$ cat config.mk
export PLATFORM = sky130hd
export DESIGN_NAME = temperature_limit_delta_monitor_core
export DESIGN_NICKNAME = d
export VERILOG_FILES = /design/src/rtl/tldm_pkg.sv /design/src/rtl/tldm_eval.sv /design/src/rtl/temperature_limit_delta_monitor_core.sv
export SDC_FILE = /design/constraint.sdc
export NUM_CORES = 1
export LEC_CHECK = 0
export BUFFER_PORTS_ARGS = -buffer_cell sky130_fd_sc_hd__buf_4
export CAP_MARGIN = 20
export CORE_ASPECT_RATIO = 0.8
export CORE_MARGIN = 2
export CORE_UTILIZATION = 60
export DETAILED_ROUTE_END_ITERATION = 12
export PLACE_DENSITY = 0.86
export SLEW_MARGIN = 20
export SYNTH_ARGS = -nofsm -noshare
export SYNTH_HDL_FRONTEND = slang
export SYNTH_SLANG_ARGS = --single-unit
$ cat constraint.sdc
create_clock -name clock -period 12.3 [get_ports clock]
set_input_delay 3.075 -clock clock [delete_from_list [all_inputs] [get_ports clock]]
set_output_delay 3.075 -clock clock [all_outputs]
set_load 0.02 [all_outputs]
$ cat src/rtl/tldm_pkg.sv
// Shared types and constants for the temperature limit and delta monitor.
// Used by tldm_eval and temperature_limit_delta_monitor_core; no dependencies.
`default_nettype none

package tldm_pkg;

   localparam int NUM_CH     = 4;
   localparam int CH_W       = 2;
   localparam int TEMP_W     = 15;
   localparam int SAMPLE_W   = 16;
   localparam int ARITH_W    = 18;
   localparam int CODE_W     = 7;
   localparam int CODES_W    = 28;
   localparam int CSR_W      = 32;
   localparam int CSR_IDX_W  = 2;
   localparam int REQ_DATA_W = 24;
   localparam int RSP_DATA_W = 8;

   localparam int THRESH_BASE = -5500;
   localparam int THRESH_STEP = 180;

   localparam logic [7:0] MASK_RISE_T2 = 8'h0C;
   localparam logic [7:0] MASK_RISE_T1 = 8'hC0;
   localparam logic [7:0] MASK_FALL_T1 = 8'h30;
   localparam logic [7:0] MASK_FALL_T2 = 8'h03;
   localparam logic [7:0] MASK_DCODE   = 8'h7F;
   localparam logic [7:0] MASK_DEN     = 8'h80;

   localparam logic [CSR_IDX_W-1:0] REG_REACTION = 2'd0;
   localparam logic [CSR_IDX_W-1:0] REG_TH1      = 2'd1;
   localparam logic [CSR_IDX_W-1:0] REG_TH2      = 2'd2;
   localparam logic [CSR_IDX_W-1:0] REG_DELTA    = 2'd3;

   localparam logic FUNC_SAMPLE = 1'b0;
   localparam logic FUNC_SENT   = 1'b1;

   typedef struct packed {
      logic                     func;
      logic [CH_W-1:0]          channel;
      logic signed [TEMP_W-1:0] temperature;
      logic                     restart_pending;
   } item_type;

   typedef struct packed {
      logic [31:0]        reaction_bits;
      logic [CODES_W-1:0] first_codes;
      logic [CODES_W-1:0] second_codes;
      logic [31:0]        delta_settings;
   } cfg_type;

   typedef struct packed {
      logic [CH_W-1:0] out_channel;
      logic            limit_state;
      logic            send_limit;
      logic            start_delta_delay;
   } result_type;

   typedef struct packed {
      logic                       sample_we;
      logic                       sent_we;
      logic                       limit_new;
      logic signed [SAMPLE_W-1:0] sample_new;
   } update_type;

endpackage

`default_nettype wire

$ cat src/rtl/tldm_eval.sv
// Per-item evaluation: threshold crossing checks, limit bit and delta test.
// Depends on tldm_pkg.
`default_nettype none

module tldm_eval (
   input  var tldm_pkg::item_type                     item,
   input  var tldm_pkg::cfg_type                      cfg,
   input  var logic signed [tldm_pkg::SAMPLE_W-1:0]   prev_sample,
   input  var logic signed [tldm_pkg::SAMPLE_W-1:0]   last_sent,
   input  var logic                                   limit_old,
   output tldm_pkg::result_type                       result,
   output tldm_pkg::update_type                       update
);

   logic [7:0]                           react;
   logic [7:0]                           dset;
   logic [tldm_pkg::CODE_W-1:0]          code1;
   logic [tldm_pkg::CODE_W-1:0]          code2;
   logic signed [tldm_pkg::ARITH_W-1:0]  th1;
   logic signed [tldm_pkg::ARITH_W-1:0]  th2;
   logic signed [tldm_pkg::ARITH_W-1:0]  t_ext;
   logic signed [tldm_pkg::ARITH_W-1:0]  p_ext;
   logic signed [tldm_pkg::ARITH_W-1:0]  ls_ext;
   logic signed [tldm_pkg::ARITH_W-1:0]  diff;
   logic signed [tldm_pkg::ARITH_W-1:0]  dlimit;
   logic                                 rise2, rise1, fall1, fall2;
   logic                                 crossed;
   logic                                 lim;
   logic                                 is_sample;

   assign react = cfg.reaction_bits[8*item.channel +: 8];
   assign dset  = cfg.delta_settings[8*item.channel +: 8];
   assign code1 = cfg.first_codes[tldm_pkg::CODE_W*item.channel +: tldm_pkg::CODE_W];
   assign code2 = cfg.second_codes[tldm_pkg::CODE_W*item.channel +: tldm_pkg::CODE_W];

   assign th1 = tldm_pkg::ARITH_W'(tldm_pkg::THRESH_BASE)
              + tldm_pkg::ARITH_W'(code1 * tldm_pkg::THRESH_STEP);
   assign th2 = tldm_pkg::ARITH_W'(tldm_pkg::THRESH_BASE)
              + tldm_pkg::ARITH_W'(code2 * tldm_pkg::THRESH_STEP);

   assign t_ext  = tldm_pkg::ARITH_W'(item.temperature);
   assign p_ext  = tldm_pkg::ARITH_W'(prev_sample);
   assign ls_ext = tldm_pkg::ARITH_W'(last_sent);

   assign rise2 = ((p_ext < th2) || item.restart_pending) && (t_ext > th2)
                  && ((react & tldm_pkg::MASK_RISE_T2) != 8'd0);
   assign rise1 = ((p_ext < th1) || item.restart_pending) && (t_ext > th1)
                  && ((react & tldm_pkg::MASK_RISE_T1) != 8'd0);
   assign fall1 = ((p_ext > th1) || item.restart_pending) && (t_ext < th1)
                  && ((react & tldm_pkg::MASK_FALL_T1) != 8'd0);
   assign fall2 = ((p_ext > th2) || item.restart_pending) && (t_ext < th2)
                  && ((react & tldm_pkg::MASK_FALL_T2) != 8'd0);

   assign crossed = rise2 | rise1 | fall1 | fall2;

   // last enabled crossing in check order wins
   always_comb begin
      if (fall2) begin
         lim = react[0];
      end else if (fall1) begin
         lim = react[4];
      end else if (rise1) begin
         lim = react[6];
      end else if (rise2) begin
         lim = react[2];
      end else begin
         lim = limit_old;
      end
   end

   assign diff   = (t_ext <= ls_ext) ? (ls_ext - t_ext) : (t_ext - ls_ext);
   assign dlimit = tldm_pkg::ARITH_W'((dset & tldm_pkg::MASK_DCODE) * tldm_pkg::THRESH_STEP);

   assign is_sample = (item.func == tldm_pkg::FUNC_SAMPLE);

   assign update.sample_we  = is_sample;
   assign update.sent_we    = (item.func == tldm_pkg::FUNC_SENT);
   assign update.limit_new  = is_sample ? lim : limit_old;
   assign update.sample_new = tldm_pkg::SAMPLE_W'(item.temperature);

   assign result.out_channel       = item.channel;
   assign result.limit_state       = update.limit_new;
   assign result.send_limit        = is_sample && crossed && !item.restart_pending;
   assign result.start_delta_delay = is_sample && ((dset & tldm_pkg::MASK_DEN) != 8'd0)
                                     && (diff > dlimit);

endmodule

`default_nettype wire

$ cat src/rtl/temperature_limit_delta_monitor_core.sv
// Top level: configuration registers, input register, channel state, result register.
// Depends on tldm_pkg and tldm_eval.
`default_nettype none

// Four-channel temperature limit and send-on-delta monitor. Each request beat
// carries either a new sample (tuser = 0) or a sent report (tuser = 1) for one
// channel and yields exactly one response beat. The block takes one beat per
// clock cycle unless rsp_tready back-pressure stalls it. A beat goes from the
// input register through tldm_eval into the response register, which also holds
// a finished beat while the next one is accepted. Channel state is updated as a
// beat enters the response register, so back-to-back beats on one channel see
// each other's results. Write the csr registers only while the block is idle.
module temperature_limit_delta_monitor_core (
   input  var logic                                  clock,
   input  var logic                                  reset,
   input  var logic                                  req_tvalid,
   output logic                                      req_tready,
   // channel[1:0], temperature[16:2], restart_pending[17], zero[23:18]
   input  var logic [tldm_pkg::REQ_DATA_W-1:0]       req_tdata,
   // func[0]
   input  var logic                                  req_tuser,
   output logic                                      rsp_tvalid,
   input  var logic                                  rsp_tready,
   // out_channel[1:0], limit_state[2], send_limit[3], start_delta_delay[4], zero[7:5]
   output logic [tldm_pkg::RSP_DATA_W-1:0]           rsp_tdata,
   input  var logic                                  csr_we,
   input  var logic [tldm_pkg::CSR_IDX_W-1:0]        csr_index,
   input  var logic [tldm_pkg::CSR_W-1:0]            csr_wdata
);

   tldm_pkg::cfg_type    cfg_ff;
   tldm_pkg::item_type   item_ff;
   tldm_pkg::item_type   item_in;
   logic                 item_valid_ff;
   tldm_pkg::result_type rsp_ff;
   tldm_pkg::result_type result;
   tldm_pkg::update_type update;
   logic                 rsp_valid_ff;
   logic                 rsp_load;
   logic                 advance;

   logic signed [tldm_pkg::SAMPLE_W-1:0] prev_ff [tldm_pkg::NUM_CH];
   logic signed [tldm_pkg::SAMPLE_W-1:0] sent_ff [tldm_pkg::NUM_CH];
   logic [tldm_pkg::NUM_CH-1:0]          limit_ff;

   assign rsp_load   = !rsp_valid_ff || rsp_tready;
   assign advance    = item_valid_ff && rsp_load;
   assign req_tready = !item_valid_ff || advance;

   assign item_in.func            = req_tuser;
   assign item_in.channel         = req_tdata[1:0];
   assign item_in.temperature     = req_tdata[16:2];
   assign item_in.restart_pending = req_tdata[17];

   always_ff @(posedge clock) begin
      if (reset) begin
         cfg_ff <= '0;
      end else if (csr_we) begin
         case (csr_index)
            tldm_pkg::REG_REACTION: cfg_ff.reaction_bits  <= csr_wdata;
            tldm_pkg::REG_TH1:      cfg_ff.first_codes    <= csr_wdata[tldm_pkg::CODES_W-1:0];
            tldm_pkg::REG_TH2:      cfg_ff.second_codes   <= csr_wdata[tldm_pkg::CODES_W-1:0];
            tldm_pkg::REG_DELTA:    cfg_ff.delta_settings <= csr_wdata;
            default: ;
         endcase
      end
   end

   always_ff @(posedge clock) begin
      if (reset) begin
         item_valid_ff <= 1'b0;
      end else if (req_tready) begin
         item_valid_ff <= req_tvalid;
      end
      if (req_tready && req_tvalid) begin
         item_ff <= item_in;
      end
   end

   tldm_eval u_eval (
      .item        (item_ff),
      .cfg         (cfg_ff),
      .prev_sample (prev_ff[item_ff.channel]),
      .last_sent   (sent_ff[item_ff.channel]),
      .limit_old   (limit_ff[item_ff.channel]),
      .result      (result),
      .update      (update)
   );

   always_ff @(posedge clock) begin
      if (reset) begin
         limit_ff <= '0;
         for (int i = 0; i < tldm_pkg::NUM_CH; i++) begin
            prev_ff[i] <= '0;
            sent_ff[i] <= '0;
         end
      end else if (advance) begin
         limit_ff[item_ff.channel] <= update.limit_new;
         if (update.sample_we) begin
            prev_ff[item_ff.channel] <= update.sample_new;
         end
         if (update.sent_we) begin
            sent_ff[item_ff.channel] <= prev_ff[item_ff.channel];
         end
      end
   end

   always_ff @(posedge clock) begin
      if (reset) begin
         rsp_valid_ff <= 1'b0;
      end else if (rsp_load) begin
         rsp_valid_ff <= item_valid_ff;
      end
      if (advance) begin
         rsp_ff <= result;
      end
   end

   assign rsp_tvalid = rsp_valid_ff;
   assign rsp_tdata  = {3'b000, rsp_ff.start_delta_delay, rsp_ff.send_limit,
                        rsp_ff.limit_state, rsp_ff.out_channel};

endmodule

`default_nettype wire
* Word level (Yosys, flattened, before mapping)
Memories as Yosys holds them, arrays and structs flattened. A register that Yosys moved wholly into a read port is not among the register bits. Cells that the tools add are included.
Word-level totals: bits in writable memories 128, output and inout port bits 10, register bits 150, memories kept 2, input bits 64, logic and storage cells 112
Cells by class: add/subtract/negate cells 4, reduce and logical (&&, ||, !) cells 35, multipliers 4, equal/unequal tests 3, bitwise operators 4, shift operators 4, multiplexer cells 29, $lt $le $gt $ge 12
Memory list:
- prev_ff | depth 4, bits a word 16, rd ports 1, clocked after memory_dff 1, wr ports 4, line temperature_limit_delta_monitor_core.sv:42 | logic signed [tldm_pkg::SAMPLE_W-1:0] prev_ff [tldm_pkg::NUM_CH];
- sent_ff | depth 4, bits a word 16, rd ports 1, clocked after memory_dff 1, wr ports 4, line temperature_limit_delta_monitor_core.sv:43 | logic signed [tldm_pkg::SAMPLE_W-1:0] sent_ff [tldm_pkg::NUM_CH];
Operator list (count):
- 32-bit by 6-bit indexed part select with 8-bit output | 2
- 28-bit by 6-bit indexed part select with 7-bit output | 2
- 7-bit by 6-bit multiplier with 13-bit output (second input constant) | 3
- 14-bit by 16-bit adder with 17-bit output (first input constant) | 2
- 15-bit by 17-bit greater-than comparator with 1-bit output | 2
- 16-bit by 17-bit greater-than comparator with 1-bit output | 2
- 15-bit by 17-bit < comparator with 1-bit output | 2
- 16-bit by 17-bit < comparator with 1-bit output | 2
- 16-bit 2-to-1 mux | 2
- 8-bit nonzero test | 4
- 16-bit OR reduction | 2
- 1-bit 2-to-1 mux | 19
- 18-bit greater-than comparator | 1
- 18-bit 2-to-1 mux | 1
- 15-bit by 16-bit subtractor with 17-bit output | 1
- 16-bit by 15-bit subtractor with 17-bit output | 1
- 15-bit by 16-bit <= comparator with 1-bit output | 1
- 1-bit logical AND | 15
- 2-bit 2-to-1 mux | 4
- 2-bit AND reduction | 4
- 1-bit logical OR | 6
- 3-bit by 2-bit multiplier with 5-bit output (first input constant) | 1
- 4-bit bitwise mux | 1
- 2-bit == test (second input constant) | 2
- 9 further kinds | 13

* Longest topological paths before layout
Gate-level depths: netlist of run 1.
word-level depth 14, mapped depth 29

* Modules after synthesis
Synthesis of run 1 repeated with hierarchy kept, for this count alone.
Second synthesis, totals: cells, all modules 1760, area total of the unflattened synthesis 17910.9 um2
Modules (own cells, without submodules):
- temperature_limit_delta_monitor_core | area an instance 10904.2 um2, times used 1, cells an instance 924
- tldm_eval | area an instance 7006.7 um2, times used 1, cells an instance 836

* Worst setup path before layout of run 1
OpenSTA, ideal clock, no wires.
path kind register to register, start register item_ff[16] (netlist name), end register limit_ff[0] (netlist name), arrival 7577 ps, stages on the path, launching flop included 30, path slack 4622 ps, clock period less this slack 7678 ps, data required time 12199 ps, path buffers 4, path through edfxtp_1 > buf_4 > buf_1 > buf_1 > clkbuf_1 > mux4_2 > ha_1 > fa_1 > inv_1 > fa_1 > inv_1 > ha_1 > and2_4 > a221o_1 > o211a_1 > nor3_1 > nor2_1 > xor2_1 > ha_1 > and3_1 > and3_1 > o21ai_0 > o21ai_0 > o21a_1 > o22ai_1 > a211oi_1 > a31oi_1 > and3_1 > o2111a_2 > o41ai_1
On the way: longest elaborated chain between the ends 14, elaborated cells on any way between the ends 45
RTL lines:
- start, declared | line temperature_limit_delta_monitor_core.sv:32 | tldm_pkg::item_type item_ff;
- start signal, assigned | line temperature_limit_delta_monitor_core.sv:76 | item_ff <= item_in;
- 3-bit by 2-bit multiplier with 5-bit output | line tldm_eval.sv:33, tldm_eval.sv:34
- 28-bit by 6-bit indexed part select with 7-bit output | line tldm_eval.sv:34 | assign code2 = cfg.second_codes[tldm_pkg::CODE_W*item.channel +: tldm_pkg::CODE_W];
- 7-bit by 6-bit multiplier with 13-bit output | line tldm_eval.sv:39 | + tldm_pkg::ARITH_W'(code2 * tldm_pkg::THRESH_STEP);
- 14-bit by 16-bit adder with 17-bit output | line tldm_eval.sv:39
- 16-bit by 17-bit < comparator with 1-bit output | line tldm_eval.sv:45 | assign rise2 = ((p_ext < th2) || item.restart_pending) && (t_ext > th2)
- 1-bit logical OR | line tldm_eval.sv:45
- 1-bit logical AND | line tldm_eval.sv:45
- 1-bit logical AND | line tldm_eval.sv:46 | && ((react & tldm_pkg::MASK_RISE_T2) != 8'd0);
- 1-bit 2-to-1 mux | line tldm_eval.sv:64 | end else if (rise2) begin
- 1-bit 2-to-1 mux | line tldm_eval.sv:62 | end else if (rise1) begin
- 1-bit 2-to-1 mux | line tldm_eval.sv:60 | end else if (fall1) begin
- 1-bit 2-to-1 mux | line tldm_eval.sv:58 | if (fall2) begin
- 1-bit 2-to-1 mux | line tldm_eval.sv:78 | assign update.limit_new = is_sample ? lim : limit_old;
- 4-bit bitwise mux (*) | line temperature_limit_delta_monitor_core.sv:98 | limit_ff[item_ff.channel] <= update.limit_new;
- end signal, assigned by index | line temperature_limit_delta_monitor_core.sv:98
- end, declared | line temperature_limit_delta_monitor_core.sv:44 | logic [tldm_pkg::NUM_CH-1:0] limit_ff;
Mark *: on every way between the ends. The rest lies on a longest branch, timed or not. The select of a mux whose other input is x is not followed. A chain may end at the register's enable or synchronous reset.

* Final worst setup path of run 1
start register item_ff[16] (netlist name), end register limit_ff[2] (netlist name)
The elaborated chain is that of the path after synthesis.

==> impl.org, run 1 <==
** Status
- Result of the run :: completed

** Global route
- For this run, the total global-route usage over all layers was measured as 0.299.
- Number of antenna violations at the first check in global routing :: 0
- The first global-routing pass estimated 68.9 mm of wire.
- Gr ovfl total :: 0
- The via count of the first global-routing pass was 13000.
- Entering global routing, the biggest net connects 65 pins.

** Detailed routing
- In the final routed layout, each cell accounts on average for 20.7 um.
- Final routed wirelength across all metal layers :: 43.6 mm
- The first routing iteration left 1703 violations.
- In this run the remaining antenna-violating nets after routing total 0.
- Via density per instance :: 6.22
- The first detailed-routing pass took 6 iterations.
- In the routed design, unresolved DRC markers number 0.
- Via total after detailed routing :: 13100

** Logic synthesis
- For this run, the register share of the synthesized area comes to 0.408.
- Top-area cell type share of the netlist area :: 0.256
- In the synthesized netlist, the number of instances is 1688.
- A synthesized cell averages 9.99 sq um.
- Of all flip-flops after synthesis, the portion carrying an async set or reset was 0.
- Post-synthesis cell type count :: 83
- Register bit total from synthesis :: 272
- Number of synthesized flops with an enable pin :: 144
- The mapped netlist covers 0.0169 sq mm.
- In the synthesized netlist the dominant register cell turns out to be sky130_fd_sc_hd__edfxtp_1.
- Yosys warning count :: 0
- Yosys attributes the largest share of cell area to sky130_fd_sc_hd__edfxtp_1, sky130_fd_sc_hd__dfxtp_1, sky130_fd_sc_hd__ha_1.
- Summed over all instances, the cell type with the most area after synthesis is sky130_fd_sc_hd__edfxtp_1.

** Clock network
- After clock tree synthesis, the setup repair step added 0 buffers.
- Clock Pin Slew Worst Setup and Hold Paths :: 0.06 ns
- CTS built an H-tree with a depth of 1.
- TritonCTS built the clock tree.
- Number of hold buffers added after CTS :: 0
- Counting every sink on the clock net gives 272.
- The clock reaches the later pin of the worst-skew pair after 0.56 ns.
- Clk Tree Root Cell :: sky130_fd_sc_hd__clkbuf_16
- Number of buffers added by the clock tree synthesis step :: 28
- Gates resized during post-CTS repair numbered 0.
- The clock passes through at most 3 buffers.

** Finish
- ANT cells :: 0
- At the end of the flow, the number of nets in the layout was 1975.
- The library cell used most frequently in the layout, excluding fill and tap cells, is sky130_fd_sc_hd__nand2_1.
- Post-synthesis to final-layout area growth :: 9.81%
- After filler insertion, the fill cell instance count of the layout stands at 2019.
- In the final layout, the share of cells above drive strength 1 is 0.126.
- Commonest cells after routing, fill and taps aside :: sky130_fd_sc_hd__nand2_1, sky130_fd_sc_hd__ha_1, sky130_fd_sc_hd__a21oi_1, sky130_fd_sc_hd__inv_1, sky130_fd_sc_hd__edfxtp_1
- Core utilization of the finished layout :: 0.675

** Critical path
- The worst setup path is of the reg -> reg kind.
- Endpoint type of the worst setup path :: register
- Crit start category :: register
- STA puts the critical path data arrival time at 8.06 ns.
- Cell repeated most along the worst path :: sky130_fd_sc_hd__ha_1
- Critical-path maximum fanout :: 37
- In this design, the stage delay of the slowest critical-path cell is 0.66 ns.
- Standard cell with the maximum stage delay on the critical path :: sky130_fd_sc_hd__mux4_2
- STA puts the critical path data required time at 12.73 ns.

** Min path
- In this run the worst hold path is classified as reg -> reg.

** Die
- For this configuration, the core starts out at a cell density of 0.615.
- The floorplan has 54 rows.
- The die is 191 um wide.
- The total area inside the core boundary comes to 0.0274 sq mm.
- 74 I/O pins were placed.
- Height of the die :: 154 um
- The die covers 0.0295 sq mm.

** Placement
- Detailed placement ended at an HPWL of 31.6 mm.
- At the placement stage, the worst setup path has a slack of 4.83 ns.
- Quantity of I/O buffers inserted on ports :: 64
- GP Congestion :: 0.917

** Job
- Total of max-cap violations :: 0

** STA
- Count of final max-slew check failures :: 0
- After routing, the total negative slack on setup checks comes to 0 ns.
- The total count of hold-check failures in the final report came to 0.
- The worst pin sits at a relative slew slack of 0.263.
- Post-route minimum period :: 7.63 ns
- Setup violations remaining at the end of the flow were counted as 0.
- Between clock sinks in the finished design, the worst skew comes to 0.0136 ns.
- For the pin with the worst max-slew slack, the measured transition is 1.10 ns.
- RSZ-0062 raised after global routing :: no
- Post-layout worst setup margin :: 4.67 ns
- Dividing the final minimum period by the clock period gives 0.620.
- Fmax achieved :: 131 MHz

** Pwr
- VDD sags by at most 0.126 mV.
- In this run the power density over the cells is 131 mW/mm^2.
- The design draws 2.42 mW.
- Static Leakage :: 7.74 nW
[synthesized netlist by cell type, types with 4 or more instances]
cell type                  number
sky130_fd_sc_hd__a211o_1        4
sky130_fd_sc_hd__a211oi_1       4
sky130_fd_sc_hd__a21o_1        17
sky130_fd_sc_hd__a21oi_1      166
sky130_fd_sc_hd__a221oi_1       4
sky130_fd_sc_hd__a31oi_1        7
sky130_fd_sc_hd__and3_1        12
sky130_fd_sc_hd__buf_1         10
sky130_fd_sc_hd__buf_2          5
sky130_fd_sc_hd__buf_4          6
sky130_fd_sc_hd__buf_6          5
sky130_fd_sc_hd__clkbuf_1      54
sky130_fd_sc_hd__dfxtp_1      128
sky130_fd_sc_hd__edfxtp_1     144
sky130_fd_sc_hd__fa_1          26
sky130_fd_sc_hd__ha_1         170
sky130_fd_sc_hd__inv_1        150
sky130_fd_sc_hd__mux2_2         7
sky130_fd_sc_hd__mux2i_1       13
sky130_fd_sc_hd__mux4_2        57
sky130_fd_sc_hd__nand2_1      293
sky130_fd_sc_hd__nand2b_1      13
sky130_fd_sc_hd__nand3_1       17
sky130_fd_sc_hd__nand3b_1       4
sky130_fd_sc_hd__nand4_1       11
sky130_fd_sc_hd__nor2_1       107
sky130_fd_sc_hd__nor2b_1       10
sky130_fd_sc_hd__nor3_1        31
sky130_fd_sc_hd__nor4_1         4
sky130_fd_sc_hd__o211ai_1      12
sky130_fd_sc_hd__o21a_1        11
sky130_fd_sc_hd__o21ai_0       29
sky130_fd_sc_hd__o21ai_1        4
sky130_fd_sc_hd__o21bai_1      12
sky130_fd_sc_hd__o31ai_1        7
sky130_fd_sc_hd__o41ai_1        4
sky130_fd_sc_hd__or3_1         12
sky130_fd_sc_hd__xnor2_1       34
sky130_fd_sc_hd__xor2_1        16
[through the flow]
stage | hold slack (ns) | instances | area (sq um)
global route | 0.474 | 2101 | 18500
floorplan | 0.428 | 1690 | 16900
detailed placement | 0.447 | 2049 | 17600
global placement | 0.438 | 2048 | 17600
CTS | 0.455 | 2101 | 18500
finish | 0.454 | 2101 | 18500
[kinds of logic after synthesis]
group / count (synthesis) / synth area share
mux: 83 / 0.0958
fa+ha+maj: 196 / 0.157
buf+inv: 231 / 0.0556
xor+xnor: 53 / 0.0292
other cells: 1 / 0.000222
simple gates: 533 / 0.137
flops: 272 / 0.408
compound gates: 319 / 0.117
[worst max-delay path, delay by kind of cell (launching register included)]
kind	cells	cell delay [ns]
buffers and inverters	3	0.65
adders and majority gates	5	2.02
muxes	1	0.66
AOI/OAI and AO/OA	12	2.88
xor gates and xnor gates	2	0.60
DFF	1	0.33
and+or+nand+nor	2	0.33
[area by class of cell]
class	count	area, sq um	share of cell area
multi-input combinational	1187	9110	0.492
sequential	272	6890	0.372
clock buffer	44	857	0.0463
timing repair buffer	76	591	0.0319
inverter	150	563	0.0304
tap	364	455	0.0246
clock inverter	8	58.8	0.00318
[report_power, final]
part | internal (mW) | switching [mW]
Combinational | 0.230 | 0.338
Sequential | 0.992 | 0.0222
Clock | 0.480 | 0.360
Total | 1.70 | 0.719
[path summary, 6_finish.rpt]
check / slack (ns) / cells past startpoint / from / to
worst max-delay path: 4.67 / 25 / item_ff[16] / limit_ff[2]
worst min-delay path: 0.45 / 2 / cfg_ff[42] / cfg_ff[42]
worst max register to register: 4.67 / 25 / item_ff[16] / limit_ff[2]
worst min register to register: 0.45 / 2 / cfg_ff[42] / cfg_ff[42]
[metal layers]
metal | global-route usage | vias to the layer above | part of all wire
met5 | 0 | - | 0
met4 | 0.0930 | 0 | 0.030
met3 | 0.0603 | 109 | 0.11
met2 | 0.477 | 686 | 0.46
met1 | 0.414 | 6255 | 0.40
li1 | - | 6014 | -
[registers in the layout (all words and copies together), names as in the netlist, named ones only]
register	count
sent_ff	60
item_valid_ff	1
cfg_ff	120
limit_ff	4
rsp_tvalid	1
item_ff	19
prev_ff	60
rsp_tdata	5
(Power assumes the default switching activity.)
==> inputs of run 2 (changes only) <==
--- a/config.mk
+++ b/config.mk
@@ -5,6 +5,7 @@
 export SDC_FILE = /design/constraint.sdc
 export NUM_CORES = 1
 export LEC_CHECK = 0
+export ABC_AREA = 1
 export BUFFER_PORTS_ARGS = -buffer_cell sky130_fd_sc_hd__buf_4
 export CAP_MARGIN = 20
 export CORE_ASPECT_RATIO = 0.8
==> constraint.sdc (replaced) <==
create_clock -name clock -period 7.08 [get_ports clock]
set_input_delay 1.77 -clock clock [delete_from_list [all_inputs] [get_ports clock]]
set_output_delay 1.77 -clock clock [all_outputs]
set_load 0.02 [all_outputs]
==> impl.org, run 2 <==
** Clock network
- For this design, the sink count on the clock tree is 272.
- TritonCTS built the clock tree.
- The clock reaches the later pin of the worst-skew pair after 0.57 ns.
- Number of hold buffers added after CTS :: 0
- Clock Pin Slew Worst Setup and Hold Paths :: 0.07 ns
- Counting along the longest clock path gives a buffer depth of 3.
- Clk Tree Root Cell :: sky130_fd_sc_hd__clkbuf_16
- In this run the number of H-tree levels came out at 1.
- Buffers inserted during clock tree synthesis total 27.

** Logic synthesis
- Syn Area/Cell :: 8.12 sq um
- Number of synthesized flops with an enable pin :: 144
- Top-area cell type share of the netlist area :: 0.252
- The synthesized design spends more area on one cell type than any other, namely sky130_fd_sc_hd__edfxtp_1.
- For this run, the register share of the synthesized area comes to 0.401.
- Register bit total from synthesis :: 272
- Top post-synthesis cells by count :: sky130_fd_sc_hd__nor2_1, sky130_fd_sc_hd__nand2_1, sky130_fd_sc_hd__inv_1
- Top cells by area in the synthesized netlist :: sky130_fd_sc_hd__edfxtp_1, sky130_fd_sc_hd__dfxtp_1, sky130_fd_sc_hd__ha_1
- Counting every instance in the synthesized netlist gives 2113.
- Primary flip-flop cell chosen by synthesis mapping :: sky130_fd_sc_hd__edfxtp_1
- Summing every instance area after synthesis gives 0.0172 sq mm.
- Synthesis instantiated 55 different standard cells from the library.
- For this run, asynchronously set or reset flops after synthesis account for 0.
- Most frequent cell after synthesis :: sky130_fd_sc_hd__nor2_1
- During synthesis, Yosys emitted a total of 0 warnings.

** Finish
- The number of antenna diodes in the final layout is 0.
- Share of final-layout standard cells stronger than drive strength 1 :: 0.0866
- Summing all non-filler instances in the final layout gives an area of 0.0189 sq mm.
- Counting flops per register, the top entry is cfg_ff.
- Final-layout fill cell count :: 2222
- Post-synthesis to final-layout area growth :: 9.86%
- The largest registers in the layout are cfg_ff: 120 flops, prev_ff: 60 flops, sent_ff: 60 flops.
- Leaving out fill and tap cells, the most frequent cell in the layout is sky130_fd_sc_hd__nor2_1.
- Number of flip-flops under the largest register name :: 120
- In the final design database the tool counted 2413 nets.
- Commonest cells after routing, fill and taps aside :: sky130_fd_sc_hd__nor2_1, sky130_fd_sc_hd__nand2_1, sky130_fd_sc_hd__inv_1, sky130_fd_sc_hd__o21ai_0, sky130_fd_sc_hd__ha_1
- The finished layout holds 2541 standard cells, fillers aside.

** Job
- Max-cap violations in this run came to 0.

** Die
- The floorplan has 55 rows.
- Height of the die :: 155 um
- In this run the horizontal extent of the chip is 193 um.
- Initial Util :: 0.608
- The floorplan step defined a die boundary enclosing 0.0300 sq mm.
- During I/O placement, the number of pins put on the boundary was 74.
- Placeable Area :: 0.0282 sq mm

** Detailed routing
- The detailed router placed 15100 vias in this run.
- DRC violation count after routing :: 0
- Number of iterations in the first detailed-routing pass :: 8
- Via density per instance :: 5.95
- After detailed routing, the average wire length per cell comes to 18.8 um.
- Number of antenna-violating nets in the routed design :: 0
- Final routed wirelength across all metal layers :: 47.7 mm
- Number of violations reported at the end of detailed-routing iteration 0 :: 1700

** STA
- Derived from the worst setup path, the maximum achievable clock frequency is 150 MHz.
- Setup repair after global routing left no endpoint under its margin.
- The total count of hold-check failures in the final report was 0.
- Max-Slew Margin vs Limit :: 0.301
- Count of final max-slew check failures :: 0
- Of the available clock period, the critical path in the final layout requires 0.943.
- Setup violations remaining at the end of the flow were counted as 0.
- The worst path needs 6.68 ns of the cycle, external delays included.
- Across the routed clock network, the largest skew measured is 0.0312 ns.
- Post-layout worst setup margin :: 0.404 ns
- Slew at the pin with the worst max-slew slack :: 1.05 ns
- Total negative setup slack :: 0 ns

** Pwr
- Static Leakage :: 8.72 nW
- In this run the power density over the cells is 240 mW/mm^2.
- The worst-case IR drop observed on VDD is 0.205 mV.
- Overall power consumption after layout is estimated at 4.53 mW.

** Placement
- OpenSTA, run right after detailed placement, puts the worst setup slack at 0.404 ns.
- Final HPWL from detailed placement :: 35.0 mm
- Port buffering added 64 buffers.
- Number of placed instances, taps included :: 2490
- The placed instances occupy a cell area of 0.0180 sq mm.
- GP Congestion :: 0.964

** Critical path
- The slowest stage of the critical path belongs to the cell sky130_fd_sc_hd__fa_1.
- STA classifies the critical path endpoint as a register.
- Among the stages of the critical path, the cell type that occurs most often is sky130_fd_sc_hd__nand2_1.
- Along the worst path, the maximum fanout reaches 8.
- Crit start category :: register
- Worst-case reg-to-reg path depth :: 35
- The largest single stage delay on the critical path is 0.49 ns.
- STA puts the critical path data arrival time at 6.99 ns.
- Path type of the worst setup path :: reg -> reg
- Required time reported for the critical path endpoint :: 7.39 ns

** Global route
- The first global-routing pass estimated 75.1 mm of wire.
- Gr ovfl total :: 0
- For this run, global-route usage on met1 was measured as 0.449.
- In this run the most used layer during global routing was met2.
- The via count of the first global-routing pass came to 14400.
- The initial antenna violation count came to 0.
- For met3 alone, demand over resource in global routing was 0.0458.
- Entering global routing, the biggest net connects 133 pins.
- Global-route met2 utilization :: 0.498
- Across every metal layer, demand over resource in global routing totals 0.320.

** Min path
- Path class of the lowest-slack min-delay path :: reg -> reg
- Min-Delay Path Depth :: 2

** Status
- The flow ran to the end, and the final reports show no timing, DRC or antenna violations.
[run 2: changes by cell type after synthesis, sizes merged, moves of 21 or more]
cell / previous run / this run
nor2: 108 / 375
o21ai: 33 / 193
nand3: 17 / 68
inv: 150 / 283
a22oi: 2 / 35
a21oi: 167 / 131
mux4: 61 / 0
nor3: 31 / 10
[run 2: critical path: cells and delay by family, from the launching register on]
family / cells / cell delay, ns
compound gates: 2 / 0.39
fa+ha+maj: 5 / 1.91
buf+inv: 8 / 0.97
flops: 1 / 0.47
simple gates: 20 / 2.69
[run 2: per-stage QoR]
stage | hold WS [ns] | util
floorplan | 0.423 | -
global placement | 0.433 | 0.636
detailed placement | 0.439 | 0.636
CTS | 0.448 | 0.666
global route | 0.476 | 0.668
finish | 0.450 | 0.668
[run 2: what timing repair did]
item / in CTS / in global routing
setup endpoints to repair: 0 / 5
resized for setup: 0 / 2
setup buffers: 0 / 3
[run 2: report_power, final]
group | switching [mW] | total, mW | internal [mW]
Clock | 0.623 | 1.40 | 0.774
Sequential | 0.0413 | 1.78 | 1.74
Combinational | 0.875 | 1.35 | 0.476
Total | 1.54 | 4.53 | 2.99
[run 2: metal layers]
layer	routed length (um)	vias to the layer above
li1	-	7139
met1	19400	6983
met2	20900	844
met3	5370	145
met4	2060	0
met5	0	-
[run 2: cells by family after synthesis]
family / Yosys count / share of synthesized area
muxes: 2 / 0.00117
and+or+nand+nor: 794 / 0.191
other: 1 / 0.000218
buffers and inverters: 365 / 0.0819
adders and majority gates: 196 / 0.154
AOI/OAI and AO/OA: 447 / 0.152
DFF: 272 / 0.401
xor gates and xnor gates: 36 / 0.0184
[run 2: path summary, 6_finish.rpt]
check,from,end,slack [ns]
setup reg to reg,item_ff[17],rsp_tdata[2],0.40
setup / recovery,item_ff[17],rsp_tdata[2],0.40
hold reg to reg,cfg_ff[3],cfg_ff[3],0.45
hold / removal,cfg_ff[3],cfg_ff[3],0.45
[run 2: final cells by class]
type	instances	area, sq um	area share
timing repair buffer	91	691	0.0366
clock inverter	12	110	0.00584
clock buffer	35	736	0.0390
tap	370	463	0.0245
sequential	272	6890	0.365
inverter	283	1070	0.0565
multi-input combinational	1478	8900	0.472
